`config.mk`:
```
export PLATFORM = sky130hd
export DESIGN_NAME = tfl_front_flat
export DESIGN_NICKNAME = d
export VERILOG_FILES = /design/src/rtl/core/tfl_pkg.sv /design/src/rtl/core/tfl_req_if.sv /design/src/rtl/core/tfl_front.sv /design/src/flat_wrapper.sv
export SDC_FILE = /design/constraint.sdc
export NUM_CORES = 1
export LEC_CHECK = 0
export BUFFER_PORTS_ARGS = -buffer_cell sky130_fd_sc_hd__clkbuf_2
export CORE_MARGIN = 2
export CORE_UTILIZATION = 36
export CTS_BUF_LIST = sky130_fd_sc_hd__clkbuf_16
export CTS_CLUSTER_DIAMETER = 50
export DETAILED_ROUTE_END_ITERATION = 16
export PLACE_DENSITY = 0.76
export SYNTH_ARGS = -nofsm -noshare
export SYNTH_HDL_FRONTEND = slang
export SYNTH_SLANG_ARGS = --single-unit
```
`constraint.sdc`:
```
create_clock -name clock -period 2.89 [get_ports clock]
set_clock_uncertainty 0.1 [all_clocks]
set_input_delay 0.4335 -clock clock [delete_from_list [all_inputs] [get_ports clock]]
set_output_delay 0.4335 -clock clock [all_outputs]
set_load 0.005 [all_outputs]
```
`src/rtl/core/tfl_pkg.sv`:
```
// Shared constants, types and helper functions for the background line fetch block.
package tfl_pkg;

   // Line geometry
   localparam int LINE_PIXELS = 160;
   localparam int GROUPS      = LINE_PIXELS / 8;
   localparam int GROUP_W     = 5;
   localparam int TOTAL_LINES = 154;
   localparam int VBLANK_LINE = 144;
   localparam int LINE_W      = 8;

   // Video store
   localparam int STORE_DEPTH = 8192;
   localparam int STORE_AW    = $clog2(STORE_DEPTH);
   localparam logic [STORE_AW-1:0] MAP_LOW_BASE  = STORE_AW'(16'h1800);
   localparam logic [STORE_AW-1:0] MAP_HIGH_BASE = STORE_AW'(16'h1C00);
   localparam logic [STORE_AW-1:0] SIGNED_BASE   = STORE_AW'(16'h1000);

   // Front/back queue
   localparam int QUEUE_DEPTH = 4;
   localparam int QUEUE_AW    = $clog2(QUEUE_DEPTH);

   // Register port
   localparam int CSR_AW = 4;
   localparam int CSR_DW = 32;
   localparam logic [1:0] CSR_SCROLL_Y    = 2'd0;
   localparam logic [1:0] CSR_MAP_SELECT  = 2'd1;
   localparam logic [1:0] CSR_DATA_SELECT = 2'd2;

   // Input commands
   localparam logic CMD_WRITE = 1'b0;
   localparam logic CMD_TICK  = 1'b1;

   typedef enum logic [1:0] {
      KIND_WRITE,
      KIND_VBLANK,
      KIND_LINE
   } item_kind_type;

   typedef enum logic [2:0] {
      ST_CLEAR,
      ST_IDLE,
      ST_LO,
      ST_HI,
      ST_PIX
   } back_state_type;

   typedef struct packed {
      logic [7:0] scroll_y;
      logic       map_select;
      logic       data_select;
   } cfg_type;

   typedef struct packed {
      item_kind_type       kind;
      logic [LINE_W-1:0]   line;
      logic [7:0]          y;
      logic                map_sel;
      logic                data_sel;
      logic [STORE_AW-1:0] addr;
      logic [7:0]          data;
   } queue_entry_type;

   // Tile map entry address for a scrolled line and a pixel group
   function automatic logic [STORE_AW-1:0] map_addr(input logic map_sel,
                                                    input logic [7:0] y,
                                                    input logic [GROUP_W-1:0] group);
      logic [STORE_AW-1:0] base;
      base = map_sel ? MAP_HIGH_BASE : MAP_LOW_BASE;
      return base + STORE_AW'({y[7:3], group});
   endfunction

   // Low-plane byte address of a tile row; tile is unsigned or signed around 0x1000
   function automatic logic [STORE_AW-1:0] tile_addr(input logic data_sel,
                                                     input logic [7:0] tile,
                                                     input logic [2:0] row);
      logic [STORE_AW-1:0] base;
      if (data_sel) begin
         base = STORE_AW'({tile, 4'b0000});
      end else begin
         base = SIGNED_BASE + STORE_AW'({{(STORE_AW-12){tile[7]}}, tile, 4'b0000});
      end
      return base + STORE_AW'({row, 1'b0});
   endfunction

   // Interleave the two bit planes, leftmost pixel in the top two bits
   function automatic logic [15:0] interleave(input logic [7:0] lo, input logic [7:0] hi);
      logic [15:0] pix;
      for (int k = 0; k < 8; k++) begin
         pix[2*k+1] = hi[k];
         pix[2*k]   = lo[k];
      end
      return pix;
   endfunction

endpackage

```
`src/rtl/core/tfl_req_if.sv`:
```
// Input item channel: store writes and line ticks.
interface tfl_req_if;
   logic                         valid;
   logic                         ready;
   logic                         cmd;
   logic [tfl_pkg::STORE_AW-1:0] store_addr;
   logic [7:0]                   store_data;

   modport source (output valid, cmd, store_addr, store_data, input ready);
   modport sink (input valid, cmd, store_addr, store_data, output ready);
endinterface

```
`src/rtl/core/tfl_front.sv`:
```
// Front end: accepts items, tracks the line counter and classifies each item.
module tfl_front (
   input  logic                      clock,
   input  logic                      reset,
   tfl_req_if.sink                   req,
   input  tfl_pkg::cfg_type          cfg,
   input  logic                      clear_busy,
   input  logic                      q_full,
   output logic                      q_push,
   output tfl_pkg::queue_entry_type  q_entry
);

   logic [tfl_pkg::LINE_W-1:0] line_ff, line_in, line_next;
   logic                       accept;

   assign req.ready = !clear_busy && !q_full;
   assign accept    = req.valid && req.ready;

   // Line counter wraps after the last line of the frame
   assign line_next = (line_ff == tfl_pkg::LINE_W'(tfl_pkg::TOTAL_LINES - 1))
                      ? '0 : line_ff + 1'b1;
   assign line_in   = (accept && req.cmd == tfl_pkg::CMD_TICK) ? line_next : line_ff;

   always_ff @(posedge clock) begin
      if (reset) begin
         line_ff <= '0;
      end else begin
         line_ff <= line_in;
      end
   end

   // Classify; lines past vertical blank carry no work and are dropped
   always_comb begin
      q_entry.line     = line_next;
      q_entry.y        = line_next + cfg.scroll_y;
      q_entry.map_sel  = cfg.map_select;
      q_entry.data_sel = cfg.data_select;
      q_entry.addr     = req.store_addr;
      q_entry.data     = req.store_data;
      q_entry.kind     = tfl_pkg::KIND_WRITE;
      q_push           = accept;
      if (req.cmd == tfl_pkg::CMD_TICK) begin
         if (line_next == tfl_pkg::LINE_W'(tfl_pkg::VBLANK_LINE)) begin
            q_entry.kind = tfl_pkg::KIND_VBLANK;
         end else if (line_next < tfl_pkg::LINE_W'(tfl_pkg::VBLANK_LINE)) begin
            q_entry.kind = tfl_pkg::KIND_LINE;
         end else begin
            q_push = 1'b0;
         end
      end
   end

endmodule

```
`src/flat_wrapper.sv`:
```
// flat-port wrapper written by rule: the top's interface ports become plain ports
module tfl_front_flat 
  (clock, reset, cfg, clear_busy, q_full, q_push, q_entry, req_valid, req_cmd, req_store_addr, req_store_data, req_ready);
  tfl_req_if req_i ();
  input  logic clock;
  input  logic reset;
  input  tfl_pkg::cfg_type cfg;
  input  logic clear_busy;
  input  logic q_full;
  output logic q_push;
  output tfl_pkg::queue_entry_type q_entry;
  input wire logic [$bits(req_i.valid)-1:0] req_valid;
  input wire logic [$bits(req_i.cmd)-1:0] req_cmd;
  input wire logic [$bits(req_i.store_addr)-1:0] req_store_addr;
  input wire logic [$bits(req_i.store_data)-1:0] req_store_data;
  output wire logic [$bits(req_i.ready)-1:0] req_ready;
  assign req_i.valid = req_valid;
  assign req_i.cmd = req_cmd;
  assign req_i.store_addr = req_store_addr;
  assign req_i.store_data = req_store_data;
  assign req_ready = req_i.ready;
  tfl_front u_core (.clock(clock), .reset(reset), .req(req_i), .cfg(cfg), .clear_busy(clear_busy), .q_full(q_full), .q_push(q_push), .q_entry(q_entry));
endmodule
```
==> results of run 1 <==
-- cells by family after synthesis --
| logic type | synth area share [%] |
|---|---|
| compound gates | 13.1 |
| xor+xnor | 11.4 |
| fa+ha+maj | 12.3 |
| buf+inv | 22.3 |
| flops | 14.9 |
| mux | 1.86 |
| simple gates | 24.1 |
-- metal layers --
layer	global-route usage, %	wire length (um)	share of wire (%)
met3	1.54	92	3.7
met4	7.14	21	0.85
met2	27.8	1400	57
met1	14.9	965	39
met5	0	0	0
-- worst max path at each step --
stage                     slack, ns               from           to
after CTS                     -0.30  u_core.line_ff[1]  q_entry[29]
final                         -0.31  u_core.line_ff[1]  q_entry[29]
after floorplan               -0.03  u_core.line_ff[0]  q_entry[29]
after global routing          -0.43  u_core.line_ff[1]  q_entry[29]
after global placement        -0.11  u_core.line_ff[1]  q_entry[30]
after detailed placement      -0.17  u_core.line_ff[1]  q_entry[30]
-- timing repair --
action | 4_1_cts | 5_1_grt
pin swaps | 5 | 8
setup endpoints to repair | 5 | 5
setup buffers | 6 | 2
resized for setup | 15 | 7
-- cell usage after synthesis, drive strengths merged, types with 5 or more instances --
master  count
nand3       5
inv         7
buf        29
a21oi       8
nor2       17
xor2        8
dfxtp       8
o21ai       8
nand2      11
xnor2       6
ha          9
-- layout by cell type (no fill, tap or decap), drive strengths merged --
| cell | Yosys | layout |
|---|---|---|
| o21ai | 8 | 8 |
| clkbuf | 2 | 33 |
| nand3 | 5 | 5 |
| and3 | 3 | 3 |
| a21o | 2 | 2 |
| a21boi | 1 | 1 |
| inv | 7 | 8 |
| nand2b | 1 | 1 |
| nor3 | 3 | 3 |
| or3 | 1 | 1 |
| xnor2 | 6 | 6 |
| and2 | 2 | 2 |
| a31oi | 3 | 3 |
| nand3b | 1 | 1 |
| nand2 | 11 | 11 |
| dfxtp | 8 | 8 |
| mux2i | 2 | 2 |
| nor2b | 2 | 2 |
| or2 | 1 | 1 |
| xor2 | 8 | 8 |
| o211ai | 1 | 1 |
| a311oi | 1 | 1 |
| nor2 | 17 | 17 |
| or4b | 1 | 1 |
| fa | 1 | 1 |
| nor4 | 1 | 1 |
| buf | 29 | 31 |
| nand4 | 2 | 2 |
| ha | 9 | 9 |
| and4 | 1 | 1 |
| a21oi | 8 | 8 |
-- layout make-up --
type,count,area (um^2)
clock buffer,3,75.1
clock inverter,1,3.75
fill,273,1360
inverter,7,28.8
multi-input combinational,102,756
sequential,8,166
tap,31,38.8
timing repair buffer,61,379
-- through the flow --
stage | instance area [um^2] | setup slack, ns | instances
2_1_floorplan | 1090 | -0.0312 | 148
3_3_place_gp | 1260 | -0.109 | 205
6_report | 1450 | -0.312 | 213
3_5_place_dp | 1260 | -0.165 | 205
5_1_grt | 1450 | -0.430 | 213
4_1_cts | 1440 | -0.303 | 213
-- power by group through the flow --
stage | Sequential (mW) | Clock, mW | Combinational [mW]
2_1_floorplan | 0.114 | 0 | 0.0605
3_3_place_gp | 0.113 | 0 | 0.0701
3_5_place_dp | 0.113 | 0 | 0.0712
4_1_cts | 0.111 | 0.240 | 0.0817
5_1_grt | 0.111 | 0.247 | 0.0915
6_report | 0.112 | 0.232 | 0.0823
-- worst max-delay path: stages, from the launching register on --
cell and delay [ns]:
dfxtp_2 0.31, inv_2 0.06, ha_4 0.11, nand4_1 0.14
nor4_4 0.22, buf_4 0.18, nor2_4 0.04, ha_4 0.15
inv_2 0.06, fa_2 0.20, nor2b_1 0.05, o21ai_1 0.15
a21boi_1 0.10, or4b_1 0.47, nand3_1 0.08, clkbuf_2 0.11
==> results_dict.tcl, run 1 <==
set metrics [dict create \
    status "finished with violations" \
    violations "DRC, setup timing" \
    grt_pass1_wl_um 3760 \
    coreArea_mm2 0.00281 \
    placement.io_buffers 33 \
    setup_viol 5 \
    critPathMaxFanout 5 \
    drc 2 \
    fin_util_pct 51.6 \
    grt.overflow.total 0 \
    grt_pass1_vias 944 \
    cap_violations 0 \
    p_comb_share_pct 19.3 \
    r2r_slack_ns 1.19 \
    syn_area_mm2 0.00108 \
    holdCritPathClass "in -> reg" \
    cts_root_buf "clkbuf_16" \
    ys_types 34 \
    fin_crit_sh_pct 111 \
    min_from "reset" \
    max_freq_mhz 312 \
    row_count 19 \
    antenna_cells 0 \
    synth_edf_count 0 \
    antenna_found_initial 0 \
    synth_ff_type "dfxtp_1" \
    hold_ws_ns 0.367 \
    dieArea_mm2 0.00344 \
    relSlewSlack_pct 81.4 \
    drt_iter0_drc 27 \
    regMostFlops "u_core.line_ff" \
    p_leak_nw 0.735 \
    yosysTopAreaCell "buf_4" \
    largestRegisters "u_core.line_ff: 8 flops" \
    clkSinkCount 8 \
    clkLatencyLatePin_ns 0.23 \
    pin_count 80 \
    fp.dieH_um 58.7 \
    tritoncts "done" \
    vias_per_cell 4.84 \
    reg2reg_depth 9 \
    cp-start-kind "flop" \
    netlist_instances 148 \
    finalPower_mw 0.426 \
    ys_async_sr_fraction_pct 0 \
    seqPwrFrac_pct 26.2 \
    drt-pass1-iter-count 10 \
    switching_share_pct 21.1 \
    r2r_start "u_core.line_ff[0]" \
    htree_num_levels 1 \
    hold_buffers 0 \
    place.gp.congestion 0.802 \
    period_needed_ns 3.20 \
    synthTopCellsByArea "buf_4, dfxtp_1, ha_1, xor2_1, nor2_1" \
    start_util_pct 38.4 \
    ys_warn_count 0 \
    required_ns 2.36 \
    synth_fp_nets 195 \
    worstPathArrival_ns 2.67 \
    drt-total-wl_um 2480 \
    cts_buffer_depth 2 \
    worst_slew_pin_slew_ns 0.278 \
    synth_area_per_cell_um2 7.27 \
    tns_ns -0.801 \
    criticalPathCategory "reg -> out" \
    largest_register_ffs 8 \
    die_w_um 58.7 \
    drive_gt1_share_pct 45.1 \
    switching_power_mw 0.0898 \
    p_int_mw 0.336 \
    antenna_left 0 \
    rr_endpoint "u_core.line_ff[4]" \
    p_per_area_mw_per_mm2 294 \
    post_drt_wl_per_cell_um 11.7 \
    synthToLayoutAreaGrowth_pct 34.5 \
    vdd_drop_max_uv 366 \
    hold_violations 0 \
    vias 1031 \
    final_nets 230 \
    p_clk_share_pct 54.5 \
    worstSetupEndpointType "output port" \
    hold_end "u_core.line_ff[0]" \
    grt_use_total_pct 14.3 \
    maxSlewViolCount 0 \
    rsz0062_at_grt "yes" \
    grt_max_degree 10 \
    ys_ff_latch 8 \
    layout_setup_ws_ns -0.312 \
    whs_path_depth 2 \
    dpl.hpwl_um 1890 \
    yosysTopAreaCellShare_pct 17.4 \
    cts_buffers 3 \
    clk_pin_slew_ns 0.04 \
    ys_seq_area_share_pct 14.9 \
]
No activity file was read; power rests on OpenSTA's default activity.
==> inputs of run 2 (changes only) <==
--- a/config.mk
+++ b/config.mk
@@ -11,6 +11,7 @@
 export CTS_BUF_LIST = sky130_fd_sc_hd__clkbuf_16
 export CTS_CLUSTER_DIAMETER = 50
 export DETAILED_ROUTE_END_ITERATION = 16
+export GPL_TIMING_DRIVEN = 0
 export PLACE_DENSITY = 0.76
 export SYNTH_ARGS = -nofsm -noshare
 export SYNTH_HDL_FRONTEND = slang
==> results_dict.tcl, run 2 (synthesis results as in run 1) <==
set metrics [dict create \
    final_common_cell "clkbuf_2" \
    holdCritPathClass "reg -> reg" \
    grt_pass1_vias 902 \
    antenna_found_initial 0 \
    rsz0062_at_grt "yes" \
    htree_num_levels 1 \
    relSlewSlack_pct 78.9 \
    start_util_pct 38.4 \
    cts_buffer_depth 2 \
    criticalPathCategory "reg -> out" \
    coreArea_mm2 0.00281 \
    reg2reg_depth 10 \
    rr_endpoint "u_core.line_ff[4]" \
    clkLatencyLatePin_ns 0.23 \
    post_drt_wl_per_cell_um 10.7 \
    final_nets 271 \
    worst_slew_pin_slew_ns 0.316 \
    place_inst 234 \
    fp.dieH_um 58.7 \
    cp-start-kind "flop" \
    grt_pass1_wl_um 3680 \
    p_leak_nw 0.910 \
    clk_pin_slew_ns 0.04 \
    cpPeakStageDelay_ns 0.46 \
    drive_gt1_share_pct 56.5 \
    worstSetupEndpointType "output port" \
    finalPower_mw 0.467 \
    tritoncts "done" \
    hold_buffers 0 \
    largest_register_ffs 8 \
    drt-total-wl_um 2730 \
    synthToLayoutAreaGrowth_pct 58.1 \
    vias 1189 \
    worstPathArrival_ns 2.70 \
    setup_viol 5 \
    critPathMaxFanout 4 \
    die_w_um 58.7 \
    cts_buffers 3 \
    cp_slowest_cell "or4b_1" \
    vdd_drop_max_uv 252 \
    vias_per_cell 4.68 \
    largestRegisters "u_core.line_ff: 8 flops" \
    regMostFlops "u_core.line_ff" \
    dpl.hpwl_um 1980 \
    r2r_start "u_core.line_ff[1]" \
    antenna_left 0 \
    required_ns 2.36 \
    hold_ws_ns 0.393 \
    min_from "u_core.line_ff[7]" \
    final_cell_mix "clkbuf_2, buf_4, nor2_1" \
    post-place-ws_ns -0.336 \
    grt_use_total_pct 13.5 \
    placement.io_buffers 55 \
    grt.overflow.total 0 \
    dieArea_mm2 0.00344 \
    hold_violations 0 \
    clkSinkCount 8 \
    num-fill-cells 253 \
    place.gp.congestion 0.844 \
    finalNonFillerCells 254 \
    hold_end "u_core.line_ff[7]" \
    status "finished with violations" \
    p_per_area_mw_per_mm2 275 \
    period_needed_ns 3.23 \
    cts_root_buf "clkbuf_16" \
    maxSlewViolCount 0 \
    drc 2 \
    violations "DRC, setup timing" \
    cap_violations 0 \
    path_cells "inv_2, ha_4, nand4_1, nor4_2, buf_4, nor2_2, ha_1, nor2b_2, o21ai_2, a21boi_2, or4b_1, nand3_1, clkbuf_2" \
    whs_path_depth 2 \
    fin_crit_sh_pct 112 \
    layout_setup_ws_ns -0.345 \
    r2r_slack_ns 1.14 \
    antenna_cells 0 \
    grt_max_degree 11 \
    pin_count 80 \
    drt-pass1-iter-count 10 \
    max_freq_mhz 309 \
    row_count 19 \
    drt_iter0_drc 34 \
]
[run 2: area by class of cell]
type | count | area [um^2] | area share (%)
Timing Repair Buffer | 72 | 403 | 23.7
Sequential cell | 8 | 168 | 9.85
Multi-Input combinational cell | 102 | 768 | 45.1
Buffer | 30 | 216 | 12.7
Clock buffer | 3 | 75.1 | 4.41
Clock inverter | 1 | 3.75 | 0.221
Inverter | 7 | 28.8 | 1.69
Tap cell | 31 | 38.8 | 2.28
[run 2: layer usage]
| layer | routed length, um | up-vias | share of wire [%] | GRT usage, % |
|---|---|---|---|---|
| met1 | 1060 | 517 | 39 | 15.8 |
| met4 | 80 | 0 | 2.9 | 6.82 |
| li1 | - | 626 | - | - |
| met3 | 121 | 10 | 4.4 | 0.659 |
| met2 | 1470 | 36 | 54 | 24.7 |
| met5 | 0 | - | 0 | 0 |
[run 2: worst max-delay path, delay by kind of cell, from the launching register on]
| family | cells | cell delay, ns |
|---|---|---|
| buffers and inverters | 3 | 0.37 |
| AO/OA/AOI/OAI | 2 | 0.25 |
| flip-flops | 1 | 0.34 |
| adder cells (fa/ha/maj) | 2 | 0.41 |
| AND/OR/NAND/NOR | 6 | 1.10 |
[run 2: per-stage QoR]
stage	TNS (ns)	utilization, %	area [um^2]
2_1_floorplan	-0.0312	-	1090
3_3_place_gp	-0.871	50.1	1410
3_5_place_dp	-0.915	50.1	1410
4_1_cts	-0.648	57.0	1600
5_1_grt	-1.75	60.7	1700
6_report	-1.13	60.7	1700
[run 2: where the power goes]
group | internal (mW) | switching [mW] | leakage [nW]
clock | 0.180 | 0.0551 | 0.0423
sequential | 0.110 | 0.000505 | 0.0660
combinational | 0.0738 | 0.0475 | 0.801
total | 0.364 | 0.103 | 0.910
[run 2: how the worst max path moves through the flow]
stage | start | to | cells after the start
6_report | u_core.line_ff[1] | q_entry[29] | 13
5_1_grt | u_core.line_ff[1] | q_entry[29] | 15
4_1_cts | u_core.line_ff[1] | q_entry[29] | 15
3_5_place_dp | u_core.line_ff[0] | q_entry[30] | 13
3_3_place_gp | u_core.line_ff[0] | q_entry[30] | 13
2_1_floorplan | u_core.line_ff[0] | q_entry[29] | 11
[run 2: timing repair]
action | in CTS | in global routing
setup endpoints to repair | 5 | 5
resized for setup | 9 | 18
pin swaps | 14 | 18
setup buffers | 11 | 6
==> inputs of run 3 (changes only) <==
--- a/config.mk
+++ b/config.mk
@@ -13,6 +13,7 @@
 export DETAILED_ROUTE_END_ITERATION = 16
 export GPL_TIMING_DRIVEN = 0
 export PLACE_DENSITY = 0.76
+export SKIP_CTS_REPAIR_TIMING = 1
 export SYNTH_ARGS = -nofsm -noshare
 export SYNTH_HDL_FRONTEND = slang
 export SYNTH_SLANG_ARGS = --single-unit
==> results_dict.tcl, run 3 (synthesis results as in run 1) <==
set metrics [dict create \
    p_per_area_mw_per_mm2 284 \
    reg2reg_depth 9 \
    holdCritPathClass "reg -> reg" \
    largest_register_ffs 8 \
    drive_gt1_share_pct 52.8 \
    worst_slew_pin_slew_ns 0.373 \
    max_freq_mhz 307 \
    drt-total-wl_um 2550 \
    cap_violations 0 \
    hold_end "u_core.line_ff[7]" \
    fin_crit_sh_pct 113 \
    p_comb_share_pct 25.2 \
    status "finished with violations" \
    cts_buffers 3 \
    grt_pass1_wl_um 3370 \
    vdd_drop_max_uv 251 \
    maxSlewViolCount 0 \
    synthToLayoutAreaGrowth_pct 51.5 \
    criticalPathCategory "reg -> out" \
    grt_pass1_vias 833 \
    post-place-ws_ns -0.336 \
    clkSinkCount 8 \
    min_from "u_core.line_ff[7]" \
    largestRegisters "u_core.line_ff: 8 flops" \
    cts_buffer_depth 2 \
    cp-start-kind "flop" \
    dpl.hpwl_um 1980 \
    pin_count 80 \
    hold_violations 0 \
    grt_max_degree 11 \
    place.gp.congestion 0.844 \
    vias_per_cell 4.69 \
    antenna_found_initial 0 \
    drt-pass1-iter-count 10 \
    final_nets 262 \
    fp.dieH_um 58.7 \
    whs_path_depth 2 \
    post_drt_wl_per_cell_um 10.4 \
    antenna_cells 0 \
    start_util_pct 38.4 \
    r2r_slack_ns 1.19 \
    violations "DRC, setup timing" \
    die_w_um 58.7 \
    drt_iter0_drc 18 \
    grt_use_total_pct 12.4 \
    placement.io_buffers 55 \
    rsz0062_at_grt "yes" \
    switching_share_pct 22.0 \
    p_leak_nw 0.862 \
    relSlewSlack_pct 75.0 \
    htree_num_levels 1 \
    switching_power_mw 0.102 \
    r2r_start "u_core.line_ff[1]" \
    regMostFlops "u_core.line_ff" \
    dieArea_mm2 0.00344 \
    setup_viol 5 \
    final_common_cell "clkbuf_2" \
    cts_root_buf "clkbuf_16" \
    rr_endpoint "u_core.line_ff[3]" \
    p_int_mw 0.361 \
    worstSetupEndpointType "output port" \
    post-route-cell-area_mm2 0.00163 \
    p_clk_share_pct 50.8 \
    vias 1150 \
    drc 2 \
    clk_pin_slew_ns 0.04 \
    place_area_mm2 0.00141 \
    required_ns 2.36 \
    final_cell_mix "clkbuf_2, buf_4, nor2_1" \
    tritoncts "done" \
    coreArea_mm2 0.00281 \
    grt.overflow.total 0 \
    layout_setup_ws_ns -0.371 \
    seqPwrFrac_pct 24.0 \
    period_needed_ns 3.26 \
    antenna_left 0 \
    fin_util_pct 58.1 \
    worstPathArrival_ns 2.73 \
    critPathMaxFanout 7 \
    clkLatencyLatePin_ns 0.23 \
    row_count 19 \
]
run 3: worst max-delay path, stage by stage, from the launching register on:
cell      delay, ns
dfxtp_4        0.35
inv_2          0.06
ha_4           0.11
nand4_1        0.10
nor4_2         0.21
buf_4          0.23
nor2_4         0.06
ha_4           0.16
inv_2          0.05
fa_2           0.22
nor2b_4        0.05
o21ai_2        0.13
a21boi_2       0.08
or4b_1         0.49
nand3_1        0.08
clkbuf_2       0.11
run 3: power by group through the flow:
stage	registers (mW)	clock network, mW	logic (mW)
2_1_floorplan	0.114	0	0.0605
3_3_place_gp	0.114	0	0.101
3_5_place_dp	0.114	0	0.102
4_1_cts	0.112	0.238	0.103
5_1_grt	0.111	0.245	0.129
6_report	0.111	0.235	0.117
run 3: area by class of cell:
cell class	count	area (um^2)
multi-input combinational	102	772
inverter	7	28.8
clock buffer	3	75.1
timing repair buffer	62	328
sequential	8	168
buffer	31	216
fill	259	1170
clock inverter	1	3.75
tap	31	38.8
run 3: worst max-delay path by stage:
| stage | startpoint | to | slack [ns] | cells after the start |
|---|---|---|---|---|
| global route | u_core.line_ff[1] | q_entry[29] | -0.48 | 15 |
| finish | u_core.line_ff[1] | q_entry[29] | -0.37 | 15 |
| detailed placement | u_core.line_ff[0] | q_entry[30] | -0.34 | 13 |
| global placement | u_core.line_ff[0] | q_entry[30] | -0.32 | 13 |
| CTS | u_core.line_ff[0] | q_entry[30] | -0.58 | 13 |
| floorplan | u_core.line_ff[0] | q_entry[29] | -0.03 | 11 |
run 3: metal layers:
layer  share of wire [%]  wire length [um]  track usage, %
met1                  39              1000            14.8
met2                  54              1370            22.0
met3                 4.7               120           0.659
met4                 2.3                59            6.82
met5                   0                 0               0
run 3: metrics by stage:
step           cells  total power, mW  setup TNS [ns]  hold WS (ns)
6_report         245            0.463          -0.944         0.394
5_1_grt          245            0.485           -1.51         0.412
4_1_cts          238            0.453           -2.01         0.391
3_5_place_dp     234            0.216          -0.915         0.384
3_3_place_gp     234            0.215          -0.871         0.375
2_1_floorplan    148            0.174         -0.0312         0.355
